==> src/hdl/gcd_pkg.sv <==
// Shared types, constants and helper functions for the great-circle distance pipeline.
// No dependencies; every other file in this folder imports it.
`timescale 1ns / 1ps

package gcd_pkg;

    localparam int CW           = 34;
    localparam int ITER_DEFAULT = 24;
    localparam int ITER_MAX     = 32;
    localparam int SQRT_STEPS   = 32;
    localparam int LANES        = 4;

    localparam int RADIUS_W     = 23;
    localparam int DIST_W       = 25;
    localparam int MAG_W        = 24;

    localparam logic [RADIUS_W-1:0] RADIUS_RESET = 23'd6371000;

    localparam logic signed [CW-1:0] INV_GAIN = 34'sd652032874;
    localparam logic signed [CW-1:0] ONE_Q30  = 34'sd1073741824;

    localparam logic signed [26:0] DEG90_Q17  = 27'sd11796480;
    localparam logic signed [26:0] DEG180_Q17 = 27'sd23592960;

    // pi * 2^32 = RAD_A * (45 * 2^21) + RAD_B
    localparam logic [7:0]  RAD_A   = 8'd142;
    localparam logic [26:0] RAD_B   = 27'd92236425;
    localparam logic [50:0] RAD_RND = 51'd47185920;
    // ceil(2^41 / 45)
    localparam logic [35:0] RECIP_M = 36'd48867183457;

    localparam logic [DIST_W:0] DIST_MAX = 26'd33554431;

    typedef logic signed [CW-1:0] cw_t;

    typedef struct packed {
        logic              valid;
        logic [1:0]        neg;
        cw_t [LANES-1:0]   x;
        cw_t [LANES-1:0]   y;
        cw_t [LANES-1:0]   z;
    } rot_t;

    typedef struct packed {
        logic        valid;
        logic [63:0] na;
        logic [63:0] nb;
        logic [63:0] ra;
        logic [63:0] rb;
    } sq_t;

    typedef struct packed {
        logic valid;
        cw_t  x;
        cw_t  y;
        cw_t  z;
    } vec_t;

    function automatic cw_t atan_q30(input int unsigned i);
        logic [31:0] v;
        case (i)
            0:  v = 32'h3243F6A8;
            1:  v = 32'h1DAC6705;
            2:  v = 32'h0FADBAFC;
            3:  v = 32'h07F56EA6;
            4:  v = 32'h03FEAB76;
            5:  v = 32'h01FFD55B;
            6:  v = 32'h00FFFAAA;
            7:  v = 32'h007FFF55;
            8:  v = 32'h003FFFEA;
            9:  v = 32'h001FFFFD;
            10: v = 32'h000FFFFF;
            11: v = 32'h00080000;
            12: v = 32'h00040000;
            13: v = 32'h00020000;
            14: v = 32'h00010000;
            15: v = 32'h00008000;
            16: v = 32'h00004000;
            17: v = 32'h00002000;
            18: v = 32'h00001000;
            19: v = 32'h00000800;
            20: v = 32'h00000400;
            21: v = 32'h00000200;
            22: v = 32'h00000100;
            23: v = 32'h00000080;
            24: v = 32'h00000040;
            25: v = 32'h00000020;
            26: v = 32'h00000010;
            27: v = 32'h00000008;
            28: v = 32'h00000004;
            29: v = 32'h00000002;
            30: v = 32'h00000001;
            default: v = 32'h00000000;
        endcase
        return cw_t'({2'b00, v});
    endfunction

    // Q30 product, rounded half up
    function automatic cw_t mul_q30(input cw_t a, input cw_t b);
        logic signed [2*CW-1:0] p;
        p = (2*CW)'(a) * (2*CW)'(b) + (2*CW)'(64'sd536870912);
        p = p >>> 30;
        return p[CW-1:0];
    endfunction

endpackage

==> src/hdl/gcd_vec_cell.sv <==
// One CORDIC vectoring step that accumulates the central angle.
// Depends on gcd_pkg for the word type and the arctangent table.
`timescale 1ns / 1ps

module gcd_vec_cell #(
    parameter int STEP = 0
) (
    input  logic          clk,
    input  logic          rst_n,
    input  gcd_pkg::vec_t din,
    output gcd_pkg::vec_t dout
);
    import gcd_pkg::*;

    localparam cw_t ANG = atan_q30(STEP);

    vec_t cell_reg;
    vec_t cell_next;

    always_comb
    begin
        cw_t tx;
        cw_t ty;
        cell_next = din;
        tx = $signed(din.x) >>> STEP;
        ty = $signed(din.y) >>> STEP;
        if ($signed(din.y) >= 0)
        begin
            cell_next.x = din.x + ty;
            cell_next.y = din.y - tx;
            cell_next.z = din.z + ANG;
        end
        else
        begin
            cell_next.x = din.x - ty;
            cell_next.y = din.y + tx;
            cell_next.z = din.z - ANG;
        end
    end

    always_ff @(posedge clk or negedge rst_n)
    begin
        if (!rst_n)
        begin
            cell_reg.valid <= 1'b0;
        end
        else
        begin
            cell_reg <= cell_next;
        end
    end

    assign dout = cell_reg;

endmodule

==> config.mk <==
export PLATFORM = sky130hd
export DESIGN_NAME = gcd_vec_cell
export DESIGN_NICKNAME = d
export VERILOG_FILES = /design/src/hdl/gcd_pkg.sv /design/src/hdl/gcd_vec_cell.sv
export SDC_FILE = /design/constraint.sdc
export NUM_CORES = 1
export LEC_CHECK = 0
export BUFFER_PORTS_ARGS = -buffer_cell sky130_fd_sc_hd__buf_4
export CORE_MARGIN = 2
export CORE_UTILIZATION = 55
export CTS_BUF_LIST = sky130_fd_sc_hd__clkbuf_8
export CTS_CLUSTER_DIAMETER = 40
export DETAILED_ROUTE_END_ITERATION = 10
export PLACE_DENSITY_LB_ADDON = 0.1
export SLEW_MARGIN = 40
export SYNTH_ARGS = -nofsm -noshare
export SYNTH_HDL_FRONTEND = slang
export SYNTH_SLANG_ARGS = --single-unit
==> constraint.sdc <==
create_clock -name clk -period 0.8 [get_ports clk]
set_clock_uncertainty 0.1 [all_clocks]
set_input_delay 0.04 -clock clk [delete_from_list [all_inputs] [get_ports clk]]
set_output_delay 0.04 -clock clk [all_outputs]
set_load 0.03 [all_outputs]
==> results.tsv, run 1 <==
stage	metric	value	unit
yosys	async_flop_share	0.9804	%
clock_network	cts_made_buffers	9	
global_routing	grt_max_degree	42	
yosys	synth_top_area_cell	edfxtp_1	
yosys	ys_seq_area_share	27.83	%
yosys	synthCells	1314	
run_status	stop_stage	5_1_grt	
die	die_w	145.3	µm
die	rows	51	
placed_design	place_inst	2137	
yosys	synth.distinct_cells	88	
die	ios	208	
yosys	syn_nets	1534	
clock_network	cts_buffer_depth	2	
yosys	synth.top_cell.area_share	27.60	%
die	dieHeight	145.3	µm
clock_network	htree_levels	3	
placed_design	place.gp.congestion	0.9812	
placed_design	portBuffers	207	
run_status	error	[ERROR DPL-0038] Utilization greater than 100%, impossible to legalize	
yosys	synth-seq-cells	102	
yosys	synth_area	10990	µm²
yosys	syn-mean-instance-area	8.362	µm²
yosys	ys_warn_count	0	
run_status	status	aborted with a tool error	
die	start_util	56.27	%
placed_design	postPlaceCellArea	16080	µm²
clock_network	clock_sinks	102	
yosys	ys.flop_type	edfxtp_1	
placed_design	dpl.hpwl	34.30	mm
yosys	synth_area_leaders	edfxtp_1 (28%), ha_1 (13%), a21oi_1 (7.2%), xnor2_1 (5.5%), o21ai_0 (4.1%)	
yosys	synth-edff-count	101	
clock_network	root_buffer	clkbuf_8	
[cells in the mapped netlist (all sizes together), types with 15 or more instances]
master  instances
a21o           49
a21oi         160
buf            24
clkbuf         45
edfxtp        101
ha            112
inv           118
mux2i          23
nand2          78
nand4          15
nor2          110
nor3           25
o21ai          96
o21bai         35
xnor2          69
xor2           24
[cell families after synthesis]
kind of cell             after synthesis  share of synthesized area [%]
AO/OA/AOI/OAI                        476                          28.14
XOR/XNOR                              93                          7.413
adder cells (fa/ha/maj)              116                          13.40
buffers and inverters                190                          7.720
flip-flops                           102                          27.83
multiplexers                          23                          2.095
AND/OR/NAND/NOR                      314                          13.40
[metrics by stage]
step	hold WS [ns]	setup TNS [ns]	utilization, %	worst slack (ns)
after detailed placement	0.03345	-168.77	82.35	-2.301
after CTS	-0.1463	-140.54	93.30	-1.677
after global placement	0.01280	-156.95	82.35	-2.191
after floorplan	-0.3556	-126.87	-	-2.356
[timing repair]
item / in CTS
buffers inserted: 52
gates resized for setup: 357
gates cloned: 2
pin swaps: 116
hold buffers: 6
setup endpoints to repair: 198
endpoints found under the hold margin: 19
==> inputs of run 2 (changes only) <==
--- a/config.mk
+++ b/config.mk
@@ -7,11 +7,9 @@
 export LEC_CHECK = 0
 export BUFFER_PORTS_ARGS = -buffer_cell sky130_fd_sc_hd__buf_4
 export CORE_MARGIN = 2
-export CORE_UTILIZATION = 55
-export CTS_BUF_LIST = sky130_fd_sc_hd__clkbuf_8
-export CTS_CLUSTER_DIAMETER = 40
+export CORE_UTILIZATION = 40
 export DETAILED_ROUTE_END_ITERATION = 10
-export PLACE_DENSITY_LB_ADDON = 0.1
+export PLACE_DENSITY_LB_ADDON = 0.15
 export SLEW_MARGIN = 40
 export SYNTH_ARGS = -nofsm -noshare
 export SYNTH_HDL_FRONTEND = slang
==> run 2 against run 1 <==
Net effect:
- the flow now finishes, with violations (negative hold slack, negative setup slack)
- synthesized cell count stayed put
- area after synthesis unchanged
==> results.tsv, run 2 <==
stage	metric	value	unit
run_status	status	finished with violations	
run_status	violations	negative hold slack, negative setup slack	
timing	fin_crit	2.582	ns
final_layout	final_common_cell	buf_4	
clock_network	cts_buffer_depth	2	
die	core	26950	µm²
clock_network	root_buffer	clkbuf_16	
worst_setup_path	cp.arrival	2.59	ns
placed_design	portBuffers	207	
final_layout	nNetsFinal	2181	
clock_network	cts_made_buffers	9	
yosys	ys_top_cells_by_count	a21oi_1 (159), inv_1 (116), ha_1 (112)	
die	die_w	169.7	µm
yosys	ys.flop_type	edfxtp_1	
timing	finalHoldViolCount	9	
timing	rsz0062_at_grt	true	
worst_setup_path	cp-end-kind	register	
yosys	synth-edff-count	101	
global_routing	grt_pass1_vias	12540	
global_routing	grt.total_usage	28.59	%
route	drtAntennaViolNets	0	
final_layout	antenna_cells	0	
route	drt_iter0_drc	1293	
clock_network	htree_levels	3	
route	first_pass_iters	6	
timing	drv_slew	0	
final_layout	fill_cells	1975	
flow_run	cap_violations	0	
worst_setup_path	cp_max_fo	2	
worst_setup_path	cp-start-kind	input pin	
die	rows	60	
pwr	leakagePower	8.724	nW
yosys	synth.top_cell.area_share	27.60	%
clock_network	clk_pin_slew	0.07	ns
die	start_util	40.77	%
global_routing	antenna_found_initial	0	
die	ios	208	
timing	setup_violations	198	
final_layout	largest_reg_flops	102	
final_layout	layout_common_cells	buf_4 (507), buf_6 (171), edfxtp_1 (101)	
pwr	finalPower	28.50	mW
clock_network	holdBufCountCts	5	
clock_network	clock_sinks	102	
yosys	synth-seq-cells	102	
yosys	ys_warn_count	0	
global_routing	grt_first_pass_wirelength	64.96	mm
final_layout	finish.utilization	71.78	%
pwr	ir_drop	1.102	mV
global_routing	overflow	0	
yosys	synth_area_leaders	edfxtp_1 (28%), ha_1 (13%), a21oi_1 (7.2%), xnor2_1 (5.5%), o21ai_0 (4.1%)	
timing	holdWs	-0.1147	ns
placed_design	dpl.hpwl	30.96	mm
die	dieHeight	169.7	µm
pwr	power_density	1473	nW/µm²
hold_path	hp-class	in -> reg	
yosys	synth.most_common_cell	a21oi_1	
route	wl_per_cell	19.14	µm
die	fp.dieArea	28810	µm²
yosys	synth.distinct_cells	88	
timing	worst_pin_slew	0.5831	ns
route	routed_via_density	5.545	
global_routing	grt_max_degree	50	
yosys	synth_area	10990	µm²
yosys	syn-mean-instance-area	8.362	µm²
timing	slew-limit-headroom	61.13	%
yosys	ys_seq_area_share	27.83	%
placed_design	place.gp.congestion	0.9759	
final_layout	drive_gt1_share	51.73	%
clock_network	cts_tree	yes	
yosys	async_flop_share	0.9804	%
timing	finalCritPeriodShare	322.8	%
timing	timing.final.ws_setup	-1.782	ns
final_layout	syn2layout_area_growth	76.07	%
placed_design	place_ws	-2.241	ns
route	drc	0	
yosys	synthCells	1314	
yosys	synth_top_area_cell	edfxtp_1	
timing	max_freq	387.3	MHz
route	vias	12790	
worst_setup_path	cp.required	0.81	ns
worst_setup_path	path_class	in -> reg	
route	wl	44.15	mm
yosys	syn_nets	1534	
-- run 2: kinds of logic after synthesis --
family,after synthesis,share of synthesized area [%]
AO/OA/AOI/OAI,476,28.14
XOR/XNOR,93,7.413
adder cells (fa/ha/maj),116,13.40
buffers and inverters,190,7.720
flip-flops,102,27.83
multiplexers,23,2.095
AND/OR/NAND/NOR,314,13.40
-- run 2: worst max-delay path: stages --
cell and delay (ns):
buf_8 0.08, clkinvlp_4 0.10, ha_4 0.23, nor2b_4 0.13, o21ai_2 0.19, a21oi_2 0.13, o41ai_4 0.29, a211oi_2 0.15
o21a_1 0.22, a31o_1 0.21, or4_1 0.51, a21boi_2 0.17, xor2_1 0.16
-- run 2: path summary, 6_finish.rpt --
kind | start | endpoint | slack, ns | cells after the start
worst max-delay path | din[35] | dout[63] | -1.78 | 13
worst min-delay path | din[101] | dout[101] | -0.11 | 2
max in group asynchronous | rst_n | dout[102] | 0.24 | 3
min in group asynchronous | rst_n | dout[102] | 0.25 | 3
-- run 2: metal layers --
metal	track usage, %	wire (µm)	share of wire (%)	vias up
met2	48.23	21080	48	587
met5	0	0	0	-
li1	-	-	-	6014
met3	3.755	3188	7.2	84
met1	38.12	18690	42	6107
met4	8.807	1192	2.7	0
-- run 2: what timing repair did --
action                                 4_1_cts  5_1_grt
cloned                                       5        1
resized for setup                          376      143
setup endpoints to repair                  198      198
buffers inserted                            48       44
pin swaps                                  139       97
endpoints found under the hold margin       14        8
-- run 2: final cells by class --
| class | count | area [µm²] | area share, % |
|---|---|---|---|
| clock buffer | 10 | 239.0 | 1.235 |
| clock inverter | 6 | 91.34 | 0.4721 |
| inverter | 120 | 479.2 | 2.477 |
| multi-input combinational | 1022 | 8810 | 45.54 |
| sequential | 102 | 3058 | 15.81 |
| tap | 341 | 426.7 | 2.205 |
| timing repair buffer | 706 | 6242 | 32.27 |
-- run 2: power breakdown --
part           leakage, nW  switching, mW  internal, mW
clock network        0.163           2.30          2.86
registers             1.00          0.415          7.03
logic                 7.56           8.25          7.63
-- run 2: stage by stage --
stage / std cells / cell area, µm² / TNS (ns)
after global placement: 2209 / 16140 / -154.99
after detailed placement: 2209 / 16140 / -158.69
after floorplan: 1314 / 11520 / -126.87
after global routing: 2307 / 19350 / -150.08
final: 2307 / 19350 / -141.10
after CTS: 2274 / 18470 / -132.19
No activity file was read; power rests on OpenSTA's default activity.
