`src/hdl/gcd_pkg.sv`:
```
// Shared types, constants and helper functions for the great-circle distance pipeline.
// No dependencies; every other file in this folder imports it.
`timescale 1ns / 1ps

package gcd_pkg;

    localparam int CW           = 34;
    localparam int ITER_DEFAULT = 24;
    localparam int ITER_MAX     = 32;
    localparam int SQRT_STEPS   = 32;
    localparam int LANES        = 4;

    localparam int RADIUS_W     = 23;
    localparam int DIST_W       = 25;
    localparam int MAG_W        = 24;

    localparam logic [RADIUS_W-1:0] RADIUS_RESET = 23'd6371000;

    localparam logic signed [CW-1:0] INV_GAIN = 34'sd652032874;
    localparam logic signed [CW-1:0] ONE_Q30  = 34'sd1073741824;

    localparam logic signed [26:0] DEG90_Q17  = 27'sd11796480;
    localparam logic signed [26:0] DEG180_Q17 = 27'sd23592960;

    // pi * 2^32 = RAD_A * (45 * 2^21) + RAD_B
    localparam logic [7:0]  RAD_A   = 8'd142;
    localparam logic [26:0] RAD_B   = 27'd92236425;
    localparam logic [50:0] RAD_RND = 51'd47185920;
    // ceil(2^41 / 45)
    localparam logic [35:0] RECIP_M = 36'd48867183457;

    localparam logic [DIST_W:0] DIST_MAX = 26'd33554431;

    typedef logic signed [CW-1:0] cw_t;

    typedef struct packed {
        logic              valid;
        logic [1:0]        neg;
        cw_t [LANES-1:0]   x;
        cw_t [LANES-1:0]   y;
        cw_t [LANES-1:0]   z;
    } rot_t;

    typedef struct packed {
        logic        valid;
        logic [63:0] na;
        logic [63:0] nb;
        logic [63:0] ra;
        logic [63:0] rb;
    } sq_t;

    typedef struct packed {
        logic valid;
        cw_t  x;
        cw_t  y;
        cw_t  z;
    } vec_t;

    function automatic cw_t atan_q30(input int unsigned i);
        logic [31:0] v;
        case (i)
            0:  v = 32'h3243F6A8;
            1:  v = 32'h1DAC6705;
            2:  v = 32'h0FADBAFC;
            3:  v = 32'h07F56EA6;
            4:  v = 32'h03FEAB76;
            5:  v = 32'h01FFD55B;
            6:  v = 32'h00FFFAAA;
            7:  v = 32'h007FFF55;
            8:  v = 32'h003FFFEA;
            9:  v = 32'h001FFFFD;
            10: v = 32'h000FFFFF;
            11: v = 32'h00080000;
            12: v = 32'h00040000;
            13: v = 32'h00020000;
            14: v = 32'h00010000;
            15: v = 32'h00008000;
            16: v = 32'h00004000;
            17: v = 32'h00002000;
            18: v = 32'h00001000;
            19: v = 32'h00000800;
            20: v = 32'h00000400;
            21: v = 32'h00000200;
            22: v = 32'h00000100;
            23: v = 32'h00000080;
            24: v = 32'h00000040;
            25: v = 32'h00000020;
            26: v = 32'h00000010;
            27: v = 32'h00000008;
            28: v = 32'h00000004;
            29: v = 32'h00000002;
            30: v = 32'h00000001;
            default: v = 32'h00000000;
        endcase
        return cw_t'({2'b00, v});
    endfunction

    // Q30 product, rounded half up
    function automatic cw_t mul_q30(input cw_t a, input cw_t b);
        logic signed [2*CW-1:0] p;
        p = (2*CW)'(a) * (2*CW)'(b) + (2*CW)'(64'sd536870912);
        p = p >>> 30;
        return p[CW-1:0];
    endfunction

endpackage

```
`src/hdl/gcd_sqrt_cell.sv`:
```
// One digit step of two integer square roots, a and 1 - a, side by side.
// Depends on gcd_pkg for the root word.
`timescale 1ns / 1ps

module gcd_sqrt_cell #(
    parameter int STEP = 0
) (
    input  logic         clk,
    input  logic         rst_n,
    input  gcd_pkg::sq_t din,
    output gcd_pkg::sq_t dout
);
    import gcd_pkg::*;

    localparam logic [63:0] BIT = 64'd1 << (62 - 2*STEP);

    sq_t cell_reg;
    sq_t cell_next;

    always_comb
    begin
        logic [63:0] sa;
        logic [63:0] sb;
        cell_next = din;
        sa = din.ra + BIT;
        sb = din.rb + BIT;
        if (din.na >= sa)
        begin
            cell_next.na = din.na - sa;
            cell_next.ra = (din.ra >> 1) + BIT;
        end
        else
        begin
            cell_next.ra = din.ra >> 1;
        end
        if (din.nb >= sb)
        begin
            cell_next.nb = din.nb - sb;
            cell_next.rb = (din.rb >> 1) + BIT;
        end
        else
        begin
            cell_next.rb = din.rb >> 1;
        end
    end

    always_ff @(posedge clk or negedge rst_n)
    begin
        if (!rst_n)
        begin
            cell_reg.valid <= 1'b0;
        end
        else
        begin
            cell_reg <= cell_next;
        end
    end

    assign dout = cell_reg;

endmodule

```
`config.mk`:
```
export PLATFORM = sky130hd
export DESIGN_NAME = gcd_sqrt_cell
export DESIGN_NICKNAME = d
export VERILOG_FILES = /design/src/hdl/gcd_pkg.sv /design/src/hdl/gcd_sqrt_cell.sv
export SDC_FILE = /design/constraint.sdc
export NUM_CORES = 1
export LEC_CHECK = 0
export ABC_AREA = 1
export BUFFER_PORTS_ARGS = -buffer_cell sky130_fd_sc_hd__clkbuf_2
export CORE_ASPECT_RATIO = 0.8
export CORE_MARGIN = 5
export CORE_UTILIZATION = 56
export DETAILED_ROUTE_END_ITERATION = 10
export PLACE_DENSITY = 0.83
export RECOVER_POWER = 50
export SYNTH_ARGS = -nofsm -noshare
export SYNTH_HDL_FRONTEND = slang
export SYNTH_SLANG_ARGS = --single-unit
export TNS_END_PERCENT = 30
```
`constraint.sdc`:
```
create_clock -name clk -period 0.8 [get_ports clk]
set_input_delay 0.16 -clock clk [delete_from_list [all_inputs] [get_ports clk]]
set_output_delay 0.16 -clock clk [all_outputs]
set_load 0.02 [all_outputs]
```
==> results of run 1 <==
-- per-stage QoR --
stage | setup TNS [ns] | cells | hold slack, ns | util (%)
after floorplan | -156.85 | 3429 | -0.1356 | -
after global placement | -242.10 | 5055 | 0.2705 | 76.11
after detailed placement | -258.27 | 5055 | 0.2967 | 76.11
after CTS | -270.81 | 5370 | 0.0008057 | 89.26
-- timing repair --
item | CTS
setup endpoints to repair | 389
buffers inserted | 17
hold buffers | 240
gates resized for setup | 345
hold endpoints to repair | 242
cloned | 8
pin swaps | 43
-- logic make-up after synthesis --
logic type,synth area share [%]
AOI/OAI and AO/OA,2.372
xor gates and xnor gates,2.548
buffers and inverters,14.93
and+or+nand+nor,37.63
DFF,35.06
adders and majority gates,7.462
-- per-layer routing --
layer,GRT usage (%),overflow
met2,90.07,53
met5,37.72,2
met3,67.79,4
met1,80.42,1
met4,69.35,37
==> impl_metrics.json, run 1 <==
{
  "synth_area_sq_um": 22000,
  "port_buffers": 515,
  "yosys.area.top_type": "edfxtp_1",
  "dp_hpwl_mm": 83.70,
  "clock_sinks": 257,
  "syn_inst": 3429,
  "ys_seq_area_share_pct": 35.06,
  "syn_nets": 3818,
  "cts_buffer_depth": 3,
  "grt_pass1_wl_mm": 253.5,
  "stop_stage": "global routing (5_1_grt)",
  "initial_core_util_pct": 56.24,
  "cts_buffers": 27,
  "cts_root_buf": "clkbuf_16",
  "synth_top_area_share_pct": 34.94,
  "io_pins": 516,
  "place.gp.congestion": 1.044,
  "grt_pass1_vias": 38190,
  "grt_max_degree": 45,
  "htreeDepth": 1,
  "overflow": 97,
  "place_ws_ns": -1.846,
  "synth_edf_count": 256,
  "rows": 65,
  "synth_top_flop_cell": "edfxtp_1",
  "die_y_um": 187.3,
  "synth_area_leaders": "edfxtp_1 (35%), nand2_1 (26%), inv_1 (14%)",
  "track_usage_pct": 77.69,
  "status": "aborted with a tool error",
  "synth.most_common_cell": "nand2_1",
  "ys_warn_count": 0,
  "syn_avg_cell_area_sq_um": 6.415,
  "firstError": "[ERROR GRT-0116] Global routing finished with congestion. Check the congestion regions in the DRC Viewer.",
  "place_area_sq_um": 29770,
  "synth-async-reset-ratio_pct": 0.3891,
  "yosys_register_bits": 257,
  "die_width_um": 231.6,
  "ys_types": 32,
  "synth_common_cells": "nand2_1 (1520), inv_1 (801), edfxtp_1 (256)"
}
==> run 2, diff against run 1 <==
Settings changed: CORE_ASPECT_RATIO 0.8 to not set, CORE_UTILIZATION 56 to 40, PLACE_DENSITY 0.83 to not set, PLACE_DENSITY_LB_ADDON set to 0.15.
==> run 2 against run 1 <==
The flow now finishes, with violations (setup timing). Synthesized area unchanged. Synthesized cell count stayed put.
==> impl_metrics.json, run 2 <==
{
  "status": "finished, violations left",
  "violations": "setup timing",
  "die_width_um": 244.5,
  "syn_nets": 3818,
  "cp_cell_sequence": "clkbuf_2 -> xnor2_2 -> ha_4 -> a21oi_4 -> o21ai_4 -> a21oi_1 -> buf_4 -> nand2_2 -> nor2_4 -> nand2_8 -> buf_4 -> buf_12 -> nand2_1 -> nand2_1",
  "nets": 5258,
  "syn_to_final_growth_pct": 68.38,
  "yosys.area.top_type": "edfxtp_1",
  "synth_common_cells": "nand2_1 (1520), inv_1 (801), edfxtp_1 (256)",
  "hp-class": "input port to flip-flop",
  "cts_buffer_depth": 3,
  "cts_root_buf": "clkbuf_16",
  "track_usage_pct": 30.41,
  "grt_pass1_vias": 26120,
  "initial_core_util_pct": 40.17,
  "ys_warn_count": 0,
  "htreeDepth": 1,
  "synth_edf_count": 256,
  "leakagePower_nw": 20.48,
  "cts_tree": "built",
  "avgViaCountPerCell": 4.678,
  "overflow": 0,
  "synth.most_common_cell": "nand2_1",
  "io_pins": 516,
  "cpPeakStageDelay_ns": 0.25,
  "place.gp.congestion": 1.026,
  "clock_sinks": 257,
  "core-area_sq_um": 54770,
  "die_y_um": 244.5,
  "largest_register_ffs": 257,
  "layout_commonest_cell": "nand2_1",
  "cp_max_fo": 27,
  "max_freq_mhz": 574.5,
  "cts_buffers": 29,
  "pwr-share-seq_pct": 30.8,
  "layout_setup_ws_ns": -0.9405,
  "fin_crit_sh_pct": 217.6,
  "ys_types": 32,
  "endpoint_kind": "flip-flop",
  "drv_cap": 0,
  "hold_ws_ns": 0.05572,
  "slew_headroom_pct": 52.07,
  "pwr-share-comb_pct": 45.7,
  "rsz0062_at_grt": "true",
  "cts.clk_slew.worst_paths_ns": 0.06,
  "routed_wl_mm": 97.93,
  "layout_common_cells": "nand2_1 (1297), inv_1 (781), buf_4 (620), clkbuf_2 (508), edfxtp_1 (256)",
  "drc": 0,
  "port_buffers": 515,
  "postRouteAntennaNets": 0,
  "place_ws_ns": -1.713,
  "setup_viol": 593,
  "grt_max_degree": 28,
  "syn_avg_cell_area_sq_um": 6.415,
  "period_minus_slack_ns": 1.741,
  "p_clk_share_pct": 23.5,
  "rows": 86,
  "tightest_slew_ns": 0.7190,
  "crit_type": "input port to flip-flop",
  "drive_gt1_share_pct": 36.56,
  "num_vias": 26210,
  "synth-async-reset-ratio_pct": 0.3891,
  "synth_area_sq_um": 22000,
  "synth_area_leaders": "edfxtp_1 (35%), nand2_1 (26%), inv_1 (14%)",
  "first_iter_violations": 1514,
  "p_int_w": 0.03565,
  "worst_setup_path_start_kind": "input port",
  "first_pass_iters": 6,
  "ys_seq_area_share_pct": 35.06,
  "grt_pass1_wl_mm": 141.7,
  "cp_data_required_time_ns": 1.15,
  "grt_antenna_before_repair": 12,
  "hold_viol": 0,
  "p_switching_w": 0.02088,
  "syn_inst": 3429,
  "yosys_register_bits": 257,
  "wl_per_cell_um": 17.48,
  "power.density_nw_per_um2": 1526,
  "die-area_sq_um": 59790,
  "ir_worst_vdd_mv": 1.650,
  "dp_hpwl_mm": 75.83,
  "synth_top_flop_cell": "edfxtp_1",
  "critPathSlowestCell": "ha_4",
  "arrival_ns": 2.09,
  "synth_top_area_share_pct": 34.94,
  "swShare_pct": 36.93,
  "drv_slew": 0
}
## run 2: cell counts after synthesis
No cell type changed its count.
## run 2: final timing paths
path	from	to	slack, ns	depth (start not counted)
max	din[126]	dout[201]$_DFFE_PP_	-0.94	14
min	din[240]	dout[240]$_DFFE_PP_	0.06	4
max in group asynchronous	rst_n	dout[256]$_DFF_PN0_	0.25	4
min in group asynchronous	rst_n	dout[256]$_DFF_PN0_	0.41	4
## run 2: repair_timing
| item | CTS | global route |
|---|---|---|
| gates cloned | 9 | 11 |
| pin swaps | 32 | 63 |
| hold endpoints to repair | 263 | 1 |
| buffers inserted | 23 | 16 |
| endpoints found under the setup margin | 389 | 498 |
| resized for setup | 270 | 343 |
| hold buffers | 252 | 1 |
## run 2: worst max-delay path: cells and delay by family
kind                       cells  cell delay, ns
xor gates and xnor gates       1            0.20
AOI/OAI and AO/OA              3            0.35
and+or+nand+nor                5            0.53
buffers and inverters          4            0.57
adders and majority gates      1            0.25
## run 2: layout make-up
| cell class | count | area (sq um) |
|---|---|---|
| fill | 4736 | 17730 |
| clock buffer | 42 | 774.5 |
| timing repair buffer | 1434 | 10800 |
| antenna | 8 | 20.02 |
| clock inverter | 11 | 136.4 |
| multi-input combinational | 2331 | 13600 |
| sequential | 257 | 7712 |
| tap | 704 | 880.8 |
| inverter | 816 | 3123 |
## run 2: cells by family (layout without fill, tap and decap cells)
| family | after synthesis | count (layout) | share of synthesized area [%] |
|---|---|---|---|
| and+or+nand+nor | 2034 | 2035 | 37.63 |
| buffers and inverters | 842 | 2303 | 14.93 |
| DFF | 257 | 257 | 35.06 |
| adders and majority gates | 130 | 130 | 7.462 |
| AOI/OAI and AO/OA | 102 | 102 | 2.372 |
| xor gates and xnor gates | 64 | 64 | 2.548 |
| other | 0 | 8 | 0 |
## run 2: through the flow
stage | std cells | area, sq um | TNS (ns) | power (W) | util, %
2_1_floorplan | 3429 | 22120 | -156.85 | 0.02836 | -
3_3_place_gp | 5231 | 30080 | -247.63 | 0.03792 | 54.92
3_5_place_dp | 5231 | 30080 | -248.04 | 0.03806 | 54.92
4_1_cts | 5568 | 35070 | -263.26 | 0.05432 | 64.03
5_1_grt | 5600 | 37030 | -290.46 | 0.05934 | 67.62
6_report | 5603 | 37040 | -267.81 | 0.05652 | 67.63
## run 2: power by group through the flow
stage,registers (W),clock network (W),logic [W]
6_report,0.0174,0.0133,0.0258
5_1_grt,0.0175,0.0140,0.0278
4_1_cts,0.0174,0.0136,0.0233
3_5_place_dp,0.0177,0,0.0204
3_3_place_gp,0.0176,0,0.0203
2_1_floorplan,0.0197,0,0.00867
## run 2: metal layers
metal / vias to the layer above / track usage [%] / part of all wire, %
met1: 11880 / 34.48 / 38
met3: 240 / 4.568 / 5.5
li1: 13260 / - / -
met2: 824 / 56.12 / 51
met4: 6 / 14.22 / 5.8
met5: - / 0 / 0.037
No activity file was read; power rests on OpenSTA's default activity.
