File: src/hdl/gcd_pkg.sv
// Shared types, constants and helper functions for the great-circle distance pipeline.
// No dependencies; every other file in this folder imports it.
`timescale 1ns / 1ps

package gcd_pkg;

    localparam int CW           = 34;
    localparam int ITER_DEFAULT = 24;
    localparam int ITER_MAX     = 32;
    localparam int SQRT_STEPS   = 32;
    localparam int LANES        = 4;

    localparam int RADIUS_W     = 23;
    localparam int DIST_W       = 25;
    localparam int MAG_W        = 24;

    localparam logic [RADIUS_W-1:0] RADIUS_RESET = 23'd6371000;

    localparam logic signed [CW-1:0] INV_GAIN = 34'sd652032874;
    localparam logic signed [CW-1:0] ONE_Q30  = 34'sd1073741824;

    localparam logic signed [26:0] DEG90_Q17  = 27'sd11796480;
    localparam logic signed [26:0] DEG180_Q17 = 27'sd23592960;

    // pi * 2^32 = RAD_A * (45 * 2^21) + RAD_B
    localparam logic [7:0]  RAD_A   = 8'd142;
    localparam logic [26:0] RAD_B   = 27'd92236425;
    localparam logic [50:0] RAD_RND = 51'd47185920;
    // ceil(2^41 / 45)
    localparam logic [35:0] RECIP_M = 36'd48867183457;

    localparam logic [DIST_W:0] DIST_MAX = 26'd33554431;

    typedef logic signed [CW-1:0] cw_t;

    typedef struct packed {
        logic              valid;
        logic [1:0]        neg;
        cw_t [LANES-1:0]   x;
        cw_t [LANES-1:0]   y;
        cw_t [LANES-1:0]   z;
    } rot_t;

    typedef struct packed {
        logic        valid;
        logic [63:0] na;
        logic [63:0] nb;
        logic [63:0] ra;
        logic [63:0] rb;
    } sq_t;

    typedef struct packed {
        logic valid;
        cw_t  x;
        cw_t  y;
        cw_t  z;
    } vec_t;

    function automatic cw_t atan_q30(input int unsigned i);
        logic [31:0] v;
        case (i)
            0:  v = 32'h3243F6A8;
            1:  v = 32'h1DAC6705;
            2:  v = 32'h0FADBAFC;
            3:  v = 32'h07F56EA6;
            4:  v = 32'h03FEAB76;
            5:  v = 32'h01FFD55B;
            6:  v = 32'h00FFFAAA;
            7:  v = 32'h007FFF55;
            8:  v = 32'h003FFFEA;
            9:  v = 32'h001FFFFD;
            10: v = 32'h000FFFFF;
            11: v = 32'h00080000;
            12: v = 32'h00040000;
            13: v = 32'h00020000;
            14: v = 32'h00010000;
            15: v = 32'h00008000;
            16: v = 32'h00004000;
            17: v = 32'h00002000;
            18: v = 32'h00001000;
            19: v = 32'h00000800;
            20: v = 32'h00000400;
            21: v = 32'h00000200;
            22: v = 32'h00000100;
            23: v = 32'h00000080;
            24: v = 32'h00000040;
            25: v = 32'h00000020;
            26: v = 32'h00000010;
            27: v = 32'h00000008;
            28: v = 32'h00000004;
            29: v = 32'h00000002;
            30: v = 32'h00000001;
            default: v = 32'h00000000;
        endcase
        return cw_t'({2'b00, v});
    endfunction

    // Q30 product, rounded half up
    function automatic cw_t mul_q30(input cw_t a, input cw_t b);
        logic signed [2*CW-1:0] p;
        p = (2*CW)'(a) * (2*CW)'(b) + (2*CW)'(64'sd536870912);
        p = p >>> 30;
        return p[CW-1:0];
    endfunction

endpackage

File: src/hdl/gcd_rot_cell.sv
// One CORDIC rotation step applied to the four angle lanes.
// Depends on gcd_pkg for the lane word and the arctangent table.
`timescale 1ns / 1ps

module gcd_rot_cell #(
    parameter int STEP = 0
) (
    input  logic          clk,
    input  logic          rst_n,
    input  gcd_pkg::rot_t din,
    output gcd_pkg::rot_t dout
);
    import gcd_pkg::*;

    localparam cw_t ANG = atan_q30(STEP);

    rot_t cell_reg;
    rot_t cell_next;

    always_comb
    begin
        cw_t tx;
        cw_t ty;
        cell_next = din;
        for (int k = 0; k < LANES; k++)
        begin
            tx = $signed(din.x[k]) >>> STEP;
            ty = $signed(din.y[k]) >>> STEP;
            if ($signed(din.z[k]) >= 0)
            begin
                cell_next.x[k] = din.x[k] - ty;
                cell_next.y[k] = din.y[k] + tx;
                cell_next.z[k] = din.z[k] - ANG;
            end
            else
            begin
                cell_next.x[k] = din.x[k] + ty;
                cell_next.y[k] = din.y[k] - tx;
                cell_next.z[k] = din.z[k] + ANG;
            end
        end
    end

    always_ff @(posedge clk or negedge rst_n)
    begin
        if (!rst_n)
        begin
            cell_reg.valid <= 1'b0;
        end
        else
        begin
            cell_reg <= cell_next;
        end
    end

    assign dout = cell_reg;

endmodule

File: config.mk
export PLATFORM = sky130hd
export DESIGN_NAME = gcd_rot_cell
export DESIGN_NICKNAME = d
export VERILOG_FILES = /design/src/hdl/gcd_pkg.sv /design/src/hdl/gcd_rot_cell.sv
export SDC_FILE = /design/constraint.sdc
export NUM_CORES = 1
export LEC_CHECK = 0
export BUFFER_PORTS_ARGS = -buffer_cell sky130_fd_sc_hd__buf_4
export CAP_MARGIN = 20
export CORE_AREA = 4 4 325 327
export CTS_CLUSTER_SIZE = 28
export DETAILED_ROUTE_END_ITERATION = 12
export DIE_AREA = 0 0 329 331
export PLACE_DENSITY = 0.58
export SYNTH_ARGS = -nofsm -noshare
export SYNTH_HDL_FRONTEND = slang
export SYNTH_SLANG_ARGS = --single-unit
File: constraint.sdc
create_clock -name clk -period 1.1 [get_ports clk]
set_clock_uncertainty 0.15 [all_clocks]
set_input_delay 0.22 -clock clk [delete_from_list [all_inputs] [get_ports clk]]
set_output_delay 0.22 -clock clk [all_outputs]
set_load 0.02 [all_outputs]
==> impl_metrics.json, run 1 <==
{
  "status": "finished, violations left",
  "violations": "negative hold slack, negative setup slack",
  "synth_cell_types": 94,
  "hold_path_depth": 3,
  "io_buffers": 823,
  "synth_mux_area_share_pct": 1.05,
  "cts_tree": "built",
  "cp-end-kind": "flip-flop",
  "gp_congestion": 0.970,
  "die_y_um": 331,
  "arrival_ns": 3.85,
  "start_util_pct": 39.8,
  "drc": 0,
  "drive_gt1_share_pct": 50.5,
  "cts_buffers": 53,
  "critical_path_class": "input port to flip-flop",
  "fp.coreArea_mm2": 0.103,
  "tightest_slew_ns": 1.09,
  "hold_viol_final": 8,
  "required_ns": 1.38,
  "synth-edff-count": 406,
  "largest_reg_flops": 407,
  "synth-seq-cells": 407,
  "area_growth_pct": 78.2,
  "setup_viol": 968,
  "power_w": 0.0832,
  "power_per_cell_area_mw_per_mm2": 1140,
  "grt_pass1_wl_um": 280000,
  "antenna_left": 0,
  "hp-class": "input port to flip-flop",
  "hold_buffers": 38,
  "synth_compound_area_share_pct": 25.3,
  "syn_inst": 4785,
  "peakVddDrop_uv": 1530,
  "grt.total_usage_pct": 33.4,
  "final_core_util_pct": 70.9,
  "gr-total-overflow": 0,
  "wl_um": 193000,
  "fp.dieW_um": 329,
  "cts-root-buf": "clkbuf_16",
  "cts_max_level": 2,
  "rows": 118,
  "dr.pass1.iters": 5,
  "syn-num-nets": 5730,
  "dieArea_mm2": 0.109,
  "syn_area_per_cell_um2": 8.55,
  "finalCritPeriodShare_pct": 325,
  "ys_warn_count": 0,
  "timing.fmax_mhz": 280,
  "hold_ws_ns": -0.0612,
  "cts_buffer_depth": 3,
  "crit_fanout": 4,
  "drt_iter0_drc": 3681,
  "ys_seq_area_share_pct": 29.9,
  "first_global_vias": 47649,
  "ys.flop_type": "edfxtp_1",
  "io_pins": 824,
  "netlist_area_mm2": 0.0409,
  "finalWorstSetupSlack_ns": -2.47,
  "synth_fa_ha_area_share_pct": 16.6,
  "finalMaxSlewViolations": 0,
  "yosys.area_share.simple_pct": 13.6,
  "num_vias": 47818,
  "synth_xor_area_share_pct": 7.75,
  "maxCapViolCount": 0,
  "clk_pin_slew_ns": 0.06,
  "synth_top_family_by_area": "compound AO/OA/AOI/OAI gates",
  "power.leakage_nw": 33.7,
  "nets": 8498,
  "synthArstFlopShare_pct": 0.246,
  "rsz0062_at_grt": "true",
  "relSlewSlack_pct": 27.4,
  "antenna_found_initial": 30,
  "viasPerCell": 5.32,
  "period_needed_ns": 3.57,
  "clkSinkCount": 407,
  "wire_per_inst_um": 21.5,
  "cp-start-kind": "input port",
  "hpwlAfterDp_um": 154000,
  "grt_max_degree": 64
}
-- per-stage QoR --
step / TNS, ns / cells / setup WS (ns) / cell area (um2)
floorplan: -613.45 / 4785 / -3.09 / 44000
global placement: -902.13 / 8646 / -3.27 / 64400
detailed placement: -925.75 / 8646 / -3.36 / 64400
CTS: -836.07 / 8901 / -2.43 / 70300
global route: -890.48 / 8994 / -2.65 / 72900
finish: -844.50 / 8995 / -2.47 / 72900
-- cells in the mapped netlist (all sizes together), types with 46 or more instances --
cell    number  area [um2]
a211oi      48         360
edfxtp     406       12200
nand4       59         369
o21bai     144        1080
nand2b      52         325
nor3       105         526
buf         54         244
a21o       141        1060
a21oi      585        2940
nor2       414        1560
o21a        54         405
o211ai      48         360
nand2      228         856
clkbuf     123         462
nor4        46         288
nand3       66         330
inv        449        1690
ha         516        6460
o21ai      341        1710
nor2b       51         319
xor2        59         517
xnor2      303        2650
-- worst paths after layout --
check | start | end | slack (ns)
max | din[70] | dout[101] | -2.47
max in group asynchronous | rst_n | dout[410] | -0.34
min | din[307] | dout[171] | -0.06
min in group asynchronous | rst_n | dout[410] | 0.95
-- cells in the final DEF (no fill, tap or decap), types with 120 or more instances in the layout --
| cell | count |
|---|---|
| buf_4 | 2656 |
| a21oi_1 | 418 |
| ha_1 | 407 |
| edfxtp_1 | 406 |
| inv_1 | 384 |
| nor2_1 | 369 |
| xnor2_1 | 258 |
| nand2_1 | 204 |
| o21ai_0 | 142 |
| a21o_1 | 140 |
| buf_6 | 140 |
| a21oi_2 | 136 |
| o21bai_1 | 131 |
| o21ai_1 | 120 |
-- routing by layer --
metal	GRT usage, %	vias to the layer above	wire [um]
met5	0	-	113
met3	6.66	453	14200
met1	41.3	22776	77000
li1	-	22895	-
met2	55.4	1680	91000
met4	16.9	14	11000
-- report_power, final --
group	switching [W]	total, W	internal (W)
clock	0.00781	0.0191	0.0113
combinational	0.0221	0.0424	0.0203
sequential	0.00109	0.0217	0.0206
total	0.0310	0.0832	0.0521
-- cell type report --
| class | count | area, um2 |
|---|---|---|
| multi-input cells | 3741 | 32100 |
| fillers | 8172 | 30000 |
| repair buffers | 2889 | 23000 |
| flip-flops and latches | 407 | 12200 |
| inverters | 460 | 1960 |
| well taps | 1380 | 1730 |
| clock buffers | 56 | 1380 |
| clock inverters | 42 | 487 |
| diodes | 19 | 47.5 |
| repair inverters | 1 | 16.3 |
-- critical path, cell delays in order --
cell and delay, ns:
buf_4 0.13, nor4_4 0.32, nand4_1 0.22, nor4_2 0.27, and4_1 0.24, nand2b_4 0.18, inv_6 0.06, ha_4 0.21
nor2b_4 0.12, o21a_1 0.19, a311o_1 0.29, a221o_1 0.36, a211oi_2 0.26, nor3_2 0.09, a2111oi_2 0.35, o21bai_1 0.11
a21oi_2 0.15, xnor2_1 0.07
-- cell families (layout without fill, tap and decap cells) --
group                      Yosys count  in the layout
AOI/OAI and AO/OA                 1644           1644
and+or+nand+nor                   1160           1160
buffers and inverters              637           3448
adders and majority gates          532            532
DFF                                407            407
xor gates and xnor gates           362            362
muxes                               43             43
other                                0             19
-- timing repair --
item,CTS,global route
buffers inserted,136,101
endpoints found under the hold margin,90,8
setup endpoints to repair,795,968
pin swaps,293,353
gates cloned,10,1
resized for setup,522,414
Power figures use the tool's default switching activity.
==> run 2, diff against run 1 <==
--- a/config.mk
+++ b/config.mk
@@ -11,7 +11,8 @@
 export CTS_CLUSTER_SIZE = 28
 export DETAILED_ROUTE_END_ITERATION = 12
 export DIE_AREA = 0 0 329 331
-export PLACE_DENSITY = 0.58
+export PLACE_DENSITY_LB_ADDON = 0.2
+export RECOVER_POWER = 100
 export SYNTH_ARGS = -nofsm -noshare
 export SYNTH_HDL_FRONTEND = slang
 export SYNTH_SLANG_ARGS = --single-unit
==> run 2 against run 1 <==
The run still ends with negative hold slack, negative setup slack left. Hold slack gained 0.0087 ns. Design area decreased by 0.55%. Clock-buffer cell count rose by 6. Critical path depth up 1. Final cell count increased by 0.23%. Combinational power fell by 1%. Worst setup slack got worse by 0.0012 ns. Total power is 2.3% lower. Via count increased by 1.3%. Critical endpoint unchanged. Largest cell class unchanged.
==> impl_metrics.json, run 2 (synthesized netlist as in run 1, its figures left out) <==
{
  "status": "finished, violations left",
  "violations": "negative hold slack, negative setup slack",
  "cts_tree": "built",
  "period_needed_ns": 3.58,
  "power_per_cell_area_mw_per_mm2": 1120,
  "grt_pass1_wl_um": 273000,
  "finalMaxSlewViolations": 0,
  "placedCellCount": 8675,
  "antenna_found_initial": 37,
  "io_pins": 824,
  "fillers": 7873,
  "hp-class": "input port to flip-flop",
  "die_y_um": 331,
  "critical_path_class": "input port to flip-flop",
  "cp-start-kind": "input port",
  "largest_reg_flops": 407,
  "switchingPower_w": 0.0305,
  "antenna_left": 0,
  "first_global_vias": 48013,
  "viasPerCell": 5.37,
  "power.leakage_nw": 33.6,
  "wire_per_inst_um": 21.1,
  "gp_congestion": 0.988,
  "final_common_cell": "buf_4",
  "finalCritPeriodShare_pct": 325,
  "placed_cell_area_mm2": 0.0647,
  "dieArea_mm2": 0.109,
  "clk_pin_slew_ns": 0.06,
  "hold_start": "din[307]",
  "drive_gt1_share_pct": 50.1,
  "cts_buffers": 52,
  "grt.total_usage_pct": 32.3,
  "hpwlAfterDp_um": 150000,
  "intPower_w": 0.0507,
  "rows": 118,
  "layout_common_cells": "buf_4 (2672), a21oi_1 (430), ha_1 (411)",
  "arrival_ns": 3.82,
  "drc": 0,
  "drt_iter0_drc": 3557,
  "design_area_mm2": 0.0725,
  "min_to": "dout[171]",
  "dr.pass1.iters": 8,
  "hold_buffers": 31,
  "pwr-share-seq_pct": 26.9,
  "rsz0062_at_grt": "true",
  "cts_max_level": 2,
  "finalWorstSetupSlack_ns": -2.48,
  "setup_viol": 1201,
  "timing.fmax_mhz": 280,
  "cts_buffer_depth": 3,
  "fp.coreArea_mm2": 0.103,
  "io_buffers": 823,
  "wl_um": 190000,
  "tightest_slew_ns": 0.639,
  "required_ns": 1.34,
  "num_vias": 48429,
  "hold_ws_ns": -0.0525,
  "peakVddDrop_uv": 1330,
  "crit_fanout": 5,
  "hold_path_depth": 3,
  "power.share.switching_pct": 37.6,
  "gr-total-overflow": 0,
  "stdcell_count": 9016,
  "power_frac_clock_pct": 21.5,
  "clkSinkCount": 407,
  "hold_viol_final": 2,
  "cp-end-kind": "flip-flop",
  "fp.dieW_um": 329,
  "maxCapViolCount": 0,
  "cts-root-buf": "clkbuf_16",
  "grt_max_degree": 77,
  "nets": 8508,
  "start_util_pct": 39.8,
  "area_growth_pct": 77.3,
  "relSlewSlack_pct": 57.1,
  "share_comb_of_total_power_pct": 51.6
}
run 2: how the worst max path moves through the flow:
stage | to | slack [ns] | start | depth (start not counted)
floorplan | dout[101] | -3.09 | din[74] | 18
global placement | dout[101] | -3.33 | din[95] | 19
detailed placement | dout[101] | -3.43 | din[95] | 19
CTS | dout[101] | -2.56 | din[98] | 19
global route | dout[98] | -2.63 | din[101] | 20
finish | dout[101] | -2.48 | din[98] | 19
run 2: cell type report:
cell class,instances,area [um2],area share [%]
multi-input combinational,3741,31800,43.9
timing repair buffer,2900,23000,31.8
sequential,407,12200,16.8
inverter,460,1950,2.69
tap,1380,1730,2.38
clock buffer,62,1380,1.90
clock inverter,35,322,0.443
antenna,30,75.1,0.103
timing repair inverter,1,8.76,0.0121
run 2: worst max-delay path: stages:
cell	delay, ns
buf_6	0.10
nor4_4	0.31
buf_4	0.18
nand4_1	0.08
nor4_2	0.22
and4_1	0.25
nand2b_4	0.20
inv_8	0.07
ha_4	0.24
nor2b_4	0.12
o21a_1	0.21
a311o_1	0.30
a221o_1	0.39
a211oi_2	0.22
nor3_2	0.09
a2111oi_2	0.30
o21bai_1	0.13
a21oi_2	0.14
xnor2_1	0.07
run 2: power by group through the flow:
stage / sequential [W] / clock (W) / combinational (W)
after floorplan: 0.0249 / 0 / 0.0150
after global placement: 0.0221 / 0 / 0.0367
after detailed placement: 0.0221 / 0 / 0.0371
after CTS: 0.0218 / 0.0178 / 0.0391
after global routing: 0.0220 / 0.0184 / 0.0444
final: 0.0218 / 0.0175 / 0.0419
run 2: per-stage QoR:
step           setup slack (ns)  util (%)  TNS [ns]  total power [W]
6_report                  -2.48      70.5   -912.95           0.0812
5_1_grt                   -2.63      70.5   -963.29           0.0848
3_3_place_gp              -3.33      62.9   -920.10           0.0587
3_5_place_dp              -3.43      62.9   -933.73           0.0591
4_1_cts                   -2.56      67.5   -899.00           0.0787
2_1_floorplan             -3.09         -   -613.45           0.0399
run 2: metal layers:
layer,vias up,part of all wire [%],global-route usage [%]
li1,22919,-,-
met1,23131,39,39.1
met2,1857,48,54.9
met3,516,7.2,6.16
met4,6,5.8,16.1
met5,-,0.023,0
run 2: timing repair:
item | CTS | global route
endpoints found under the hold margin | 81 | 3
pin swaps | 207 | 329
buffers inserted | 117 | 128
cloned | 7 | 8
resized for setup | 374 | 488
setup endpoints to repair | 795 | 1201
